<file path="src/sv/mme_pkg.sv">
// shared types, codes and sizes of the matrix multiply engine
package mme_pkg;

  localparam int MaxDim     = 8;
  localparam int IdxW       = $clog2(MaxDim);
  localparam int AddrW      = 2 * IdxW;
  localparam int StoreDepth = MaxDim * MaxDim;
  localparam int ElemW      = 16;
  localparam int DimW       = 4;
  localparam int ProdW      = 2 * ElemW;
  localparam int AccW       = ProdW + IdxW + 1;
  localparam int OutW       = 40;
  localparam int InDataW    = 24;
  localparam int OutDataW   = 48;
  localparam int QueueDepth = 4;
  localparam int QPtrW      = $clog2(QueueDepth);

  localparam logic [1:0] REQ_LOAD_A  = 2'd0;
  localparam logic [1:0] REQ_LOAD_B  = 2'd1;
  localparam logic [1:0] REQ_COMPUTE = 2'd2;
  localparam logic [1:0] REQ_NONE    = 2'd3;

  localparam logic [1:0] CFG_ROWS_A    = 2'd0;
  localparam logic [1:0] CFG_INNER_LEN = 2'd1;
  localparam logic [1:0] CFG_COLS_B    = 2'd2;

  typedef enum logic [1:0] {
    KIND_LOAD_A  = 2'd0,
    KIND_LOAD_B  = 2'd1,
    KIND_COMPUTE = 2'd2
  } kind_t;

  typedef struct packed {
    kind_t                   kind;
    logic [IdxW-1:0]         row;
    logic [IdxW-1:0]         col;
    logic signed [ElemW-1:0] value;
  } work_t;

  // last index in use along each dimension
  typedef struct packed {
    logic [IdxW-1:0] n_last;
    logic [IdxW-1:0] m_last;
    logic [IdxW-1:0] p_last;
  } dims_t;

endpackage

</file>
<file path="src/sv/mme_ram.sv">
// generic single write, single registered read ram
module mme_ram #(
  parameter int Width = 16,
  parameter int Depth = 64
) (
  input  logic                     clk,
  input  logic                     we,
  input  logic [$clog2(Depth)-1:0] waddr,
  input  logic [Width-1:0]         wdata,
  input  logic [$clog2(Depth)-1:0] raddr,
  output logic [Width-1:0]         rdata
);

  logic [Width-1:0] mem [Depth];

  always_ff @(posedge clk) begin
    if (we) begin
      mem[waddr] <= wdata;
    end
    rdata <= mem[raddr];
  end

endmodule

</file>
<file path="src/sv/mme_front.sv">
// input side: accepts items, classifies them and queues work for the back end
module mme_front import mme_pkg::*; (
  input  logic               clk,
  input  logic               rst,
  input  logic               s_tvalid,
  output logic               s_tready,
  input  logic [InDataW-1:0] s_tdata,
  input  logic [1:0]         s_tuser,
  output logic               q_valid,
  output work_t              q_item,
  input  logic               q_pop
);

  work_t            entries [QueueDepth];
  logic [QPtrW-1:0] wr_ptr;
  logic [QPtrW-1:0] rd_ptr;
  logic [QPtrW:0]   count;
  logic             keep;
  work_t            item_in;
  logic             push;

  always_comb begin
    keep         = 1'b1;
    item_in.kind = KIND_LOAD_A;
    unique case (s_tuser)
      REQ_LOAD_A:  item_in.kind = KIND_LOAD_A;
      REQ_LOAD_B:  item_in.kind = KIND_LOAD_B;
      REQ_COMPUTE: item_in.kind = KIND_COMPUTE;
      REQ_NONE:    keep = 1'b0;
      default:     keep = 1'b0;
    endcase
    item_in.row   = s_tdata[IdxW-1:0];
    item_in.col   = s_tdata[2*IdxW-1:IdxW];
    item_in.value = s_tdata[2*IdxW+ElemW-1:2*IdxW];
  end

  assign s_tready = (count != (QPtrW+1)'(QueueDepth));
  assign push     = s_tvalid && s_tready && keep;
  assign q_valid  = (count != '0);
  assign q_item   = entries[rd_ptr];

  always_ff @(posedge clk) begin
    if (push) begin
      entries[wr_ptr] <= item_in;
    end
  end

  always_ff @(posedge clk) begin
    if (rst) begin
      wr_ptr <= '0;
      rd_ptr <= '0;
      count  <= '0;
    end else begin
      if (push) begin
        wr_ptr <= wr_ptr + 1'b1;
      end
      if (q_pop) begin
        rd_ptr <= rd_ptr + 1'b1;
      end
      if (push && !q_pop) begin
        count <= count + 1'b1;
      end else if (!push && q_pop) begin
        count <= count - 1'b1;
      end
    end
  end

endmodule

</file>
<file path="src/sv/mme_back.sv">
// back end: element stores, multiply-accumulate sequencer and result register
module mme_back import mme_pkg::*; (
  input  logic                clk,
  input  logic                rst,
  input  dims_t               dims,
  input  logic                q_valid,
  input  work_t               q_item,
  output logic                q_pop,
  output logic                m_tvalid,
  input  logic                m_tready,
  output logic [OutDataW-1:0] m_tdata,
  output logic                m_tlast
);

  typedef enum logic [2:0] {
    ST_IDLE = 3'b001,
    ST_RUN  = 3'b010,
    ST_WAIT = 3'b100
  } state_t;

  typedef struct packed {
    logic            valid;
    logic            first;
    logic            last_k;
    logic            last_el;
    logic [IdxW-1:0] row;
    logic [IdxW-1:0] col;
  } tag_t;

  state_t state, state_next;
  logic [IdxW-1:0] i_idx, i_next;
  logic [IdxW-1:0] j_idx, j_next;
  logic [IdxW-1:0] k_idx, k_next;

  logic             a_we, b_we;
  logic [AddrW-1:0] waddr, a_raddr, b_raddr;
  logic [ElemW-1:0] a_rdata, b_rdata;

  tag_t issue, s1, s2;
  logic signed [ProdW-1:0] prod;
  logic signed [AccW-1:0]  acc;
  logic signed [AccW-1:0]  sum;
  logic                    land;

  logic [IdxW-1:0]         res_row, res_col;
  logic signed [OutW-1:0]  res_value;
  logic                    res_last;

  assign waddr   = {q_item.row, q_item.col};
  assign a_raddr = {i_idx, k_idx};
  assign b_raddr = {k_idx, j_idx};
  assign q_pop   = (state == ST_IDLE) && q_valid;
  assign a_we    = q_pop && (q_item.kind == KIND_LOAD_A);
  assign b_we    = q_pop && (q_item.kind == KIND_LOAD_B);

  mme_ram #(.Width(ElemW), .Depth(StoreDepth)) u_store_a (
    .clk   (clk),
    .we    (a_we),
    .waddr (waddr),
    .wdata (q_item.value),
    .raddr (a_raddr),
    .rdata (a_rdata)
  );

  mme_ram #(.Width(ElemW), .Depth(StoreDepth)) u_store_b (
    .clk   (clk),
    .we    (b_we),
    .waddr (waddr),
    .wdata (q_item.value),
    .raddr (b_raddr),
    .rdata (b_rdata)
  );

  assign land = s2.valid && s2.last_k;

  always_comb begin
    state_next    = state;
    i_next        = i_idx;
    j_next        = j_idx;
    k_next        = k_idx;
    issue         = '0;
    issue.first   = (k_idx == '0);
    issue.last_k  = (k_idx == dims.m_last);
    issue.last_el = (i_idx == dims.n_last) && (j_idx == dims.p_last);
    issue.row     = i_idx;
    issue.col     = j_idx;
    unique case (state)
      ST_IDLE: begin
        if (q_pop && (q_item.kind == KIND_COMPUTE)) begin
          i_next     = '0;
          j_next     = '0;
          k_next     = '0;
          state_next = ST_RUN;
        end
      end
      ST_RUN: begin
        // a new element waits until the result register is free
        if (!(issue.first && m_tvalid)) begin
          issue.valid = 1'b1;
          if (issue.last_k) begin
            k_next     = '0;
            state_next = ST_WAIT;
          end else begin
            k_next = k_idx + 1'b1;
          end
        end
      end
      ST_WAIT: begin
        if (land) begin
          if (issue.last_el) begin
            state_next = ST_IDLE;
          end else begin
            state_next = ST_RUN;
            if (j_idx == dims.p_last) begin
              j_next = '0;
              i_next = i_idx + 1'b1;
            end else begin
              j_next = j_idx + 1'b1;
            end
          end
        end
      end
      default: state_next = ST_IDLE;
    endcase
  end

  assign sum = s2.first ? AccW'(prod) : acc + AccW'(prod);

  always_ff @(posedge clk) begin
    if (rst) begin
      state    <= ST_IDLE;
      s1       <= '0;
      s2       <= '0;
      m_tvalid <= 1'b0;
    end else begin
      state <= state_next;
      s1    <= issue;
      s2    <= s1;
      if (land) begin
        m_tvalid <= 1'b1;
      end else if (m_tready) begin
        m_tvalid <= 1'b0;
      end
    end
  end

  always_ff @(posedge clk) begin
    i_idx <= i_next;
    j_idx <= j_next;
    k_idx <= k_next;
    prod  <= $signed(a_rdata) * $signed(b_rdata);
    if (s2.valid) begin
      acc <= sum;
    end
    if (land) begin
      res_row   <= s2.row;
      res_col   <= s2.col;
      res_value <= OutW'(sum);
      res_last  <= s2.last_el;
    end
  end

  assign m_tdata = {(OutDataW-OutW-2*IdxW)'(0), res_value, res_col, res_row};
  assign m_tlast = res_last;

endmodule

</file>
<file path="src/sv/matrix_multiply_engine.sv">
// top level: configuration registers, front queue and compute back end
//
//  channel  dir  handshake            payload
//  s_*      in   s_tvalid / s_tready  tdata: elem_row, elem_col, elem_value; tuser: req_type
//  m_*      out  m_tvalid / m_tready  tdata: out_row, out_col, out_value; tlast: last
//  cfg_*    in   cfg_we               cfg_index, cfg_data
//
// a load item goes into its store when popped; a req_type 3 item is dropped at entry
// each C element runs through the single multiply-accumulate pipe (store read, multiply,
// accumulate); a compute item yields rows_a * cols_b of them (0 reads as 1, above 8 as 8)
// the four-entry queue keeps taking items while the back end works or the output stalls, until full
// reset clears the queue, the sequencer and the dimensions to 8; stores are not cleared
module matrix_multiply_engine import mme_pkg::*; (
  input  logic                clk,
  input  logic                rst,
  input  logic                s_tvalid,
  output logic                s_tready,
  input  logic [InDataW-1:0]  s_tdata,   // elem_row[2:0], elem_col[5:3], elem_value[21:6]
  input  logic [1:0]          s_tuser,   // req_type[1:0]
  output logic                m_tvalid,
  input  logic                m_tready,
  output logic [OutDataW-1:0] m_tdata,   // out_row[2:0], out_col[5:3], out_value[45:6]
  output logic                m_tlast,
  input  logic                cfg_we,
  input  logic [1:0]          cfg_index,
  input  logic [DimW-1:0]     cfg_data
);

  logic [DimW-1:0] rows_a, inner_len, cols_b;
  dims_t           dims;
  logic            q_valid;
  work_t           q_item;
  logic            q_pop;

  function automatic logic [IdxW-1:0] last_index(input logic [DimW-1:0] v);
    logic [IdxW-1:0] r;
    if (v == '0) begin
      r = '0;
    end else if (v > DimW'(MaxDim)) begin
      r = IdxW'(MaxDim - 1);
    end else begin
      r = IdxW'(v - 1'b1);
    end
    return r;
  endfunction

  always_ff @(posedge clk) begin
    if (rst) begin
      rows_a    <= DimW'(MaxDim);
      inner_len <= DimW'(MaxDim);
      cols_b    <= DimW'(MaxDim);
    end else if (cfg_we) begin
      unique case (cfg_index)
        CFG_ROWS_A:    rows_a    <= cfg_data;
        CFG_INNER_LEN: inner_len <= cfg_data;
        CFG_COLS_B:    cols_b    <= cfg_data;
        default:       ;
      endcase
    end
  end

  assign dims.n_last = last_index(rows_a);
  assign dims.m_last = last_index(inner_len);
  assign dims.p_last = last_index(cols_b);

  mme_front u_front (
    .clk      (clk),
    .rst      (rst),
    .s_tvalid (s_tvalid),
    .s_tready (s_tready),
    .s_tdata  (s_tdata),
    .s_tuser  (s_tuser),
    .q_valid  (q_valid),
    .q_item   (q_item),
    .q_pop    (q_pop)
  );

  mme_back u_back (
    .clk      (clk),
    .rst      (rst),
    .dims     (dims),
    .q_valid  (q_valid),
    .q_item   (q_item),
    .q_pop    (q_pop),
    .m_tvalid (m_tvalid),
    .m_tready (m_tready),
    .m_tdata  (m_tdata),
    .m_tlast  (m_tlast)
  );

endmodule
</file>
<file path="config.mk">
export PLATFORM = sky130hd
export DESIGN_NAME = matrix_multiply_engine
export DESIGN_NICKNAME = d
export VERILOG_FILES = /design/src/sv/mme_pkg.sv /design/src/sv/mme_ram.sv /design/src/sv/mme_front.sv /design/src/sv/mme_back.sv /design/src/sv/matrix_multiply_engine.sv
export SDC_FILE = /design/constraint.sdc
export NUM_CORES = 2
export LEC_CHECK = 0
export BUFFER_PORTS_ARGS = -buffer_cell sky130_fd_sc_hd__buf_2
export CAP_MARGIN = 5
export CORE_UTILIZATION = 55
export CTS_BUF_LIST = sky130_fd_sc_hd__clkbuf_2 sky130_fd_sc_hd__clkbuf_4 sky130_fd_sc_hd__clkbuf_8
export DETAILED_ROUTE_END_ITERATION = 12
export PLACE_DENSITY = 0.83
export SETUP_SLACK_MARGIN = 0.05
export SYNTH_ARGS = -nofsm -noshare
export SYNTH_HDL_FRONTEND = slang
export SYNTH_SLANG_ARGS = --single-unit
export TNS_END_PERCENT = 100
</file>
<file path="constraint.sdc">
create_clock -name clk -period 8.4 [get_ports clk]
set_input_delay 0.84 -clock clk [delete_from_list [all_inputs] [get_ports clk]]
set_output_delay 0.84 -clock clk [all_outputs]
set_load 0.01 [all_outputs]
</file>
# Word level (Yosys, flattened, before mapping)
# Memories as Yosys holds them, arrays and structs flattened. A register that Yosys moved wholly into a read port is not among the register bits.
# Cells that the tools add are included.
[totals]
ff_bits = 163
romBits = 0
ramBits = 2144
memories = 3
latch_bits = 0
[op_classes]
n_div = 0
n_bitwise = 1
n_shift = 0
reduce_logical = 32
addsub = 11
mux = 40
eq_ne = 20
magnitude_cmp = 3
multipliers = 1
[memory_table]
columns = ["name", "words", "word_bits", "rd", "rd_ports_with_merged_regs", "write_ports", "line", "rtl"]
rows = [
  ["u_back.u_store_a.mem", 64, 16, 1, 1, 1, "mme_ram.sv:14", "logic [Width-1:0] mem [Depth];"],
  ["u_back.u_store_b.mem", 64, 16, 1, 1, 1, "mme_ram.sv:14", ""],
  ["u_front.entries", 4, 24, 1, 1, 1, "mme_front.sv:14", "work_t entries [QueueDepth];"],
]
[ops]
columns = ["cell", "count"]
rows = [
  ["2-to-1 mux 3 bit", 21],
  ["adder 36 x 32 -> 36 bit", 1],
  ["2-to-1 mux 36 bit", 1],
  ["multiplier 16 x 16 -> 32 bit", 1],
  ["case mux 3 bit (2 select lines)", 3],
  ["adder 3 x 1 -> 3 bit, second input constant", 4],
  ["> comparator 4 bit, second input constant", 3],
  ["logical NOT 4 bit", 3],
  ["subtractor 3 x 1 -> 3 bit, second input constant", 4],
  ["logical AND 1 bit", 11],
  ["2-to-1 mux 1 bit", 10],
  ["== test 3 bit", 3],
  ["case mux 3 bit (3 select lines)", 1],
  ["== test 2 bit, second input constant", 4],
  ["AND reduction 4 bit", 2],
  ["nonzero test 2 bit", 4],
  ["== test 2 x 1 -> 1 bit, second input constant", 3],
  ["2-to-1 mux 2 bit", 3],
  ["!= test 2 x 1 -> 1 bit, second input constant", 3],
  ["!= test 2 bit, second input constant", 3],
  ["AND reduction 2 bit", 3],
  ["AND reduction 5 bit", 1],
  ["adder 2 x 1 -> 2 bit, second input constant", 2],
  ["logical NOT 2 bit", 2],
  ["11 further kinds", 12],
]

# Longest topological paths before layout
[depth]
ltp_word = 8
ltp_mapped = 24
ltp_nobuf = 23

# Modules after synthesis
# From an unflattened synthesis, not the netlist that was laid out.
[unflattened]
cells_unflattened = 5546
area_unflattened_um2 = 101011.9
[modules_own_cells]
columns = ["mod", "area_each_um2", "instances", "cells_each", "seq_area_each_um2"]
rows = [
  ["mme_ram", 40042.2, 2, 1829, 31069.8],
  ["mme_back", 16285.6, 1, 1638, 3763.6],
  ["mme_front", 3971.3, 1, 177, 3062.9],
  ["matrix_multiply_engine", 670.6, 1, 73, 240.2],
]

# Worst setup path before layout
# OpenSTA, ideal clock, no wires.
[synth_timing]
path_kind = "reg2reg"
start = "register u_back.u_store_a.rdata[15], read port of u_back.u_store_a.mem"
end = "register u_back.prod[30]"
stages_incl_launch_ff = 22
n_path_buf = 1
period_less_slack_ps = 5899
arrival_time_ps = 5777
setup_ps = 122
setup_slack_ps = 2501
path_cell_list = "dfxtp_1 -> clkbuf_1 -> nand2_1 -> inv_1 -> fa_1 -> fa_1 -> inv_1 -> fa_1 -> fa_1 -> inv_1 -> fa_1 -> inv_1 -> fa_1 -> inv_1 -> ha_1 -> nand2_1 -> o21a_1 -> o21ai_0 -> a21oi_1 -> a21oi_1 -> nor4_1 -> a311o_1"
[synth_via]
elab_chain_len = 1
[synth_lines]
columns = ["item", "line", "rtl"]
rows = [
  ["start: declaration", "mme_ram.sv:11", "output logic [Width-1:0] rdata"],
  ["multiplier 16 x 16 -> 32 bit", "mme_back.sv:151", "prod <= $signed(a_rdata) * $signed(b_rdata);"],
  ["end signal: assignment", "mme_back.sv:151", ""],
  ["end: declaration", "mme_back.sv:40", "logic signed [ProdW-1:0] prod;"],
]
# No other way between the ends.
# A chain may end at the register's enable or synchronous reset.

# Worst setup path in the final report
[layout_timing]
start = "register u_back.u_store_b.rdata[2], read port of u_back.u_store_b.mem"
end = "register u_back.prod[30]"
[layout_via]
elab_chain_len = 1
[layout_lines]
columns = ["item", "line"]
rows = [
  ["start: declaration", "mme_ram.sv:11"],
  ["multiplier 16 x 16 -> 32 bit", "mme_back.sv:151"],
]
# No other way between the ends.

==> impl.org <==
** Worst setup path
- Required time of the worst setup path :: 9310 ps
- The worst register-to-register path has a depth of 20.
- Peak fanout along the critical path :: 16
- Kind of capture point of the worst setup path :: flop
- Worst Setup Start Kind :: flop
- In this run the critical register-to-register path is captured at u_back.prod[30]$_DFF_P_.
- In this run the register-to-register setup slack is 1930 ps.
- Startpoint of the worst register-to-register path :: u_back.u_store_b.rdata[2]$_DFF_P_
- Critical path arrival :: 7380 ps
- The worst setup path is of the flop to flop kind.

** GRT
- Largest net degree at the start of global routing :: around 150
- First-pass GRT wire length :: 347000 um
- Global-route congestion overflow total :: 0
- Number of antenna violations at the first check in global routing :: 23
- GRT Total Usage :: 26.5%
- Vias in the first global route :: 52800

** STA
- Between clock sinks in the finished design, the worst skew comes to 89.2 ps.
- For the pin with the worst max-slew slack, the measured transition is 1430 ps.
- Setup violations remaining at the end of the flow were counted as 0.
- Relative slew slack :: 4.44%
- Total Negative Setup Slacks :: 0 ps
- Setup repair after global routing missed its margin :: false
- The hold violation total from the final report was 0.
- The count of final max-slew check failures was 0.
- Timing would allow up to 0.155 GHz.
- After layout, the worst path uses 77.0% of the clock period.
- Final worst path period need :: between 6000 and 7000 ps

** Logic synthesis
- In this run, distinct cell masters in the synthesized netlist total 68.
- In the synthesized netlist the dominant register cell turns out to be edfxtp_1.
- Number of synthesized register bits :: 2341
- After Yosys synthesis, and, or, nand and nor cells account for around 3.2% of the synthesized area.
- Synth Area in XOR/XNOR :: 0.633%
- In this run the mean area of a mapped cell was 20.0 um^2.
- Mux contribution to synthesized area :: approximately 16%
- Ys async rst share :: 0%
- Synthesis produced 4989 cells.
- Post-synthesis compound-gate area fraction :: 1.61%
- The synthesized design contains ~2200 enable-type register cells.
- Yosys printed 0 warnings.
- Adder and majority cell fraction of the synthesized area :: under 10%
- After synthesis, the largest family of logic cells by area is multiplexers.
- The mapped netlist covers about 100000 um^2.
- For this run, the register share of the synthesized area comes to a little over two thirds.

** Floorplanning
- Chip height :: 427 um
- In this run the core area contains 155 standard-cell rows.
- Initial core utilization :: a little under three fifths
- The total area inside the core boundary comes to between 150000 and 200000 um^2.
- Die width :: between 400 and 500 um
- The die covers around 180000 um^2.
- Total I/O pin count :: 88

** Clocking
- Clock root buffer :: clkbuf_8
- Clock transition at the registers of the reported paths :: 60 ps
- Post-CTS Setup Repair Bufs :: 0
- Maximum buffer depth of the clock tree :: 4
- TritonCTS built the clock tree.
- Clock buffers created by TritonCTS :: 366
- Once the clock tree was built, the resizer swapped 0 gates to a different size.
- The number of hold buffers added after CTS was 27.
- Clock Sinks :: between 2000 and 2500
- Htree depth :: 5
- Worst-Skew Late Latency :: 1090 ps

** Layout
- Measured on the finished design, the core utilization comes to between 60% and 70%.
- Leaving out fill and tap cells, the most frequent cells in the layout are edfxtp_1, mux4_2, clkbuf_8, inv_1, fa_1.
- Summing all non-filler instances in the final layout gives an area of about 110000 um^2.
- From synthesis to final layout, the design area changed by 11.5%.
- In the final layout, the share of cells above drive strength 1 is 26.9%.
- Nets :: 5851
- Leading cell type in the layout, fill and taps excluded :: edfxtp_1
- FILL cells :: 11400

** Placement
- Weighted congestion at the end of routability-driven global placement :: 0.862
- Dpl cell area :: just over 100000 um^2
- Summed over all nets, the half-perimeter wirelength after detailed placement is 139000 um.
- # port buffers :: 83

** Routing
- The final layout contains routed wiring with a total length of approximately 240000 um.
- The detail route stage leaves a number of antenna-violating nets equal to 0.
- 1st-pass router iterations :: 6
- For this run, design rule violations remaining after detail routing come to 0.
- After detailed routing, the wire length on met1 is 83200 um.
- Detailed routing placed a total of 117000 um of wire on met2.
- Average vias per placed instance :: 6.36
- Met3 wirelength from detailed routing :: 26200 um
- After detailed routing, the average wire length per cell comes to 29.6 um.
- DRC marker count from the first detailed-route iteration :: 6777
- Routed signal wires occupy layers up through met5.
- Via total after detailed routing :: 51200

** Run status
- The run finished with clean final reports.

** Job
- Across the run, the number of max-cap violations was 0.

** Hold path
- Worst-case hold path end point :: u_front.entries[1][23]$_DFFE_PP_
- The startpoint identified for the worst hold timing path is s_tuser[0].
- Counting instances, the worst hold path has a depth of 2.
- In this run the worst hold path is classified as primary input to flop.
==> cell usage after synthesis, types with 3 or more instances <==
master	n	share of area (%)
buf_1	40	0.15
o21a_1	11	0.083
a211oi_1	9	0.068
buf_6	3	0.034
nor2b_1	28	0.18
o22ai_1	6	0.038
nand4_1	8	0.050
dfxtp_1	109	2.2
o211ai_1	7	0.053
nor3b_1	6	0.045
and2_1	134	0.84
mux2_2	3	0.034
or3_1	7	0.044
edfxtp_1	2232	67
a21o_1	24	0.18
o21ai_1	9	0.045
xor2_1	26	0.23
o21bai_1	16	0.12
fa_1	264	5.3
or2_2	5	0.031
or4_1	3	0.023
nand2_1	199	0.75
mux2i_1	15	0.15
ha_1	129	1.6
xnor2_1	46	0.40
a211o_1	6	0.053
o21ai_0	56	0.28
buf_2	53	0.27
inv_1	326	1.2
nand3b_1	6	0.045
nand3_1	10	0.050
and3_1	7	0.044
buf_4	13	0.098
clkbuf_1	117	0.44
nor4_1	7	0.044
mux4_2	696	16
a21oi_1	70	0.35
nor3_1	9	0.045
nor2_1	213	0.80
nand2b_1	21	0.13
a31oi_1	6	0.038
==> layer usage <==
layer	track usage, %	vias to the layer above
met1	33.9	26400
li1	-	20500
met5	0	-
met4	12.5	20
met2	42.9	3605
met3	6.45	646
==> worst max-delay path by stage <==
stage	startpoint	endpoint	slack [ps]	cells after the start
floorplan	u_back.u_store_a.rdata[15]$_DFF_P_	u_back.prod[30]$_DFF_P_	2500	21
global placement	u_back.u_store_b.rdata[1]$_DFF_P_	u_back.prod[30]$_DFF_P_	1960	20
detailed placement	u_back.u_store_b.rdata[2]$_DFF_P_	u_back.prod[30]$_DFF_P_	1940	20
CTS	u_back.u_store_a.rdata[15]$_DFF_P_	u_back.prod[30]$_DFF_P_	1950	20
global route	u_back.u_store_b.rdata[1]$_DFF_P_	u_back.prod[30]$_DFF_P_	1430	21
finish	u_back.u_store_b.rdata[2]$_DFF_P_	u_back.prod[30]$_DFF_P_	1930	20
==> final cells by class <==
class	count	area [um^2]	area share (%)
multi-input combinational	2097	28200	25.4
antenna	10	25.0	0.0225
clock buffer	468	5870	5.28
timing repair buffer	289	2120	1.91
sequential	2341	69200	62.3
clock inverter	169	1410	1.27
inverter	326	1230	1.10
tap	2355	2950	2.65
==> critical path, stage by stage, from the launching register on <==
cell and delay [ps]:
dfxtp_1 770, nand2_1 210, inv_1 120, fa_1 570, fa_1 850, inv_1 110, fa_1 440, fa_1 540
inv_1 50, fa_1 520, inv_1 40, fa_1 470, inv_1 40, ha_1 370, nand2_1 70, o21a_1 200
o21ai_0 230, a21oi_1 100, a21oi_1 270, nor4_1 80, a311o_1 310
==> kinds of logic (layout without fill, tap and decap cells) <==
kind of cell    Yosys count  in the layout
mux                     714            714
simple gates            666            666
fa+ha+maj               394            394
buf+inv                 552           1252
xor+xnor                 72             72
flops                  2341           2341
other cells               1             12
compound gates          249            249
==> metrics by stage <==
step | hold WS, ps | cells | setup slack [ps]
finish | 132 | 8055 | 1930
global route | 77.9 | 8046 | 1430
CTS | 36.0 | 8045 | 1950
detailed placement | 389 | 7381 | 1940
global placement | 386 | 7381 | 1960
floorplan | 386 | 4990 | 2500
==> state kept, by name, summed over array words and instances, names as in the netlist, 16 cells and up, named ones only <==
| signal | cells |
|---|---|
| u_back.prod | 32 |
| u_back.u_store_b.rdata | 16 |
| u_front.entries | 96 |
| u_back.u_store_b.mem | 1024 |
| u_back.u_store_a.rdata | 16 |
| u_back.res_value | 36 |
| u_back.acc | 36 |
| u_back.u_store_a.mem | 1024 |
Power is not shown: default switching activity piles up to over one toggle a cycle in this logic, so the estimate is an artifact.
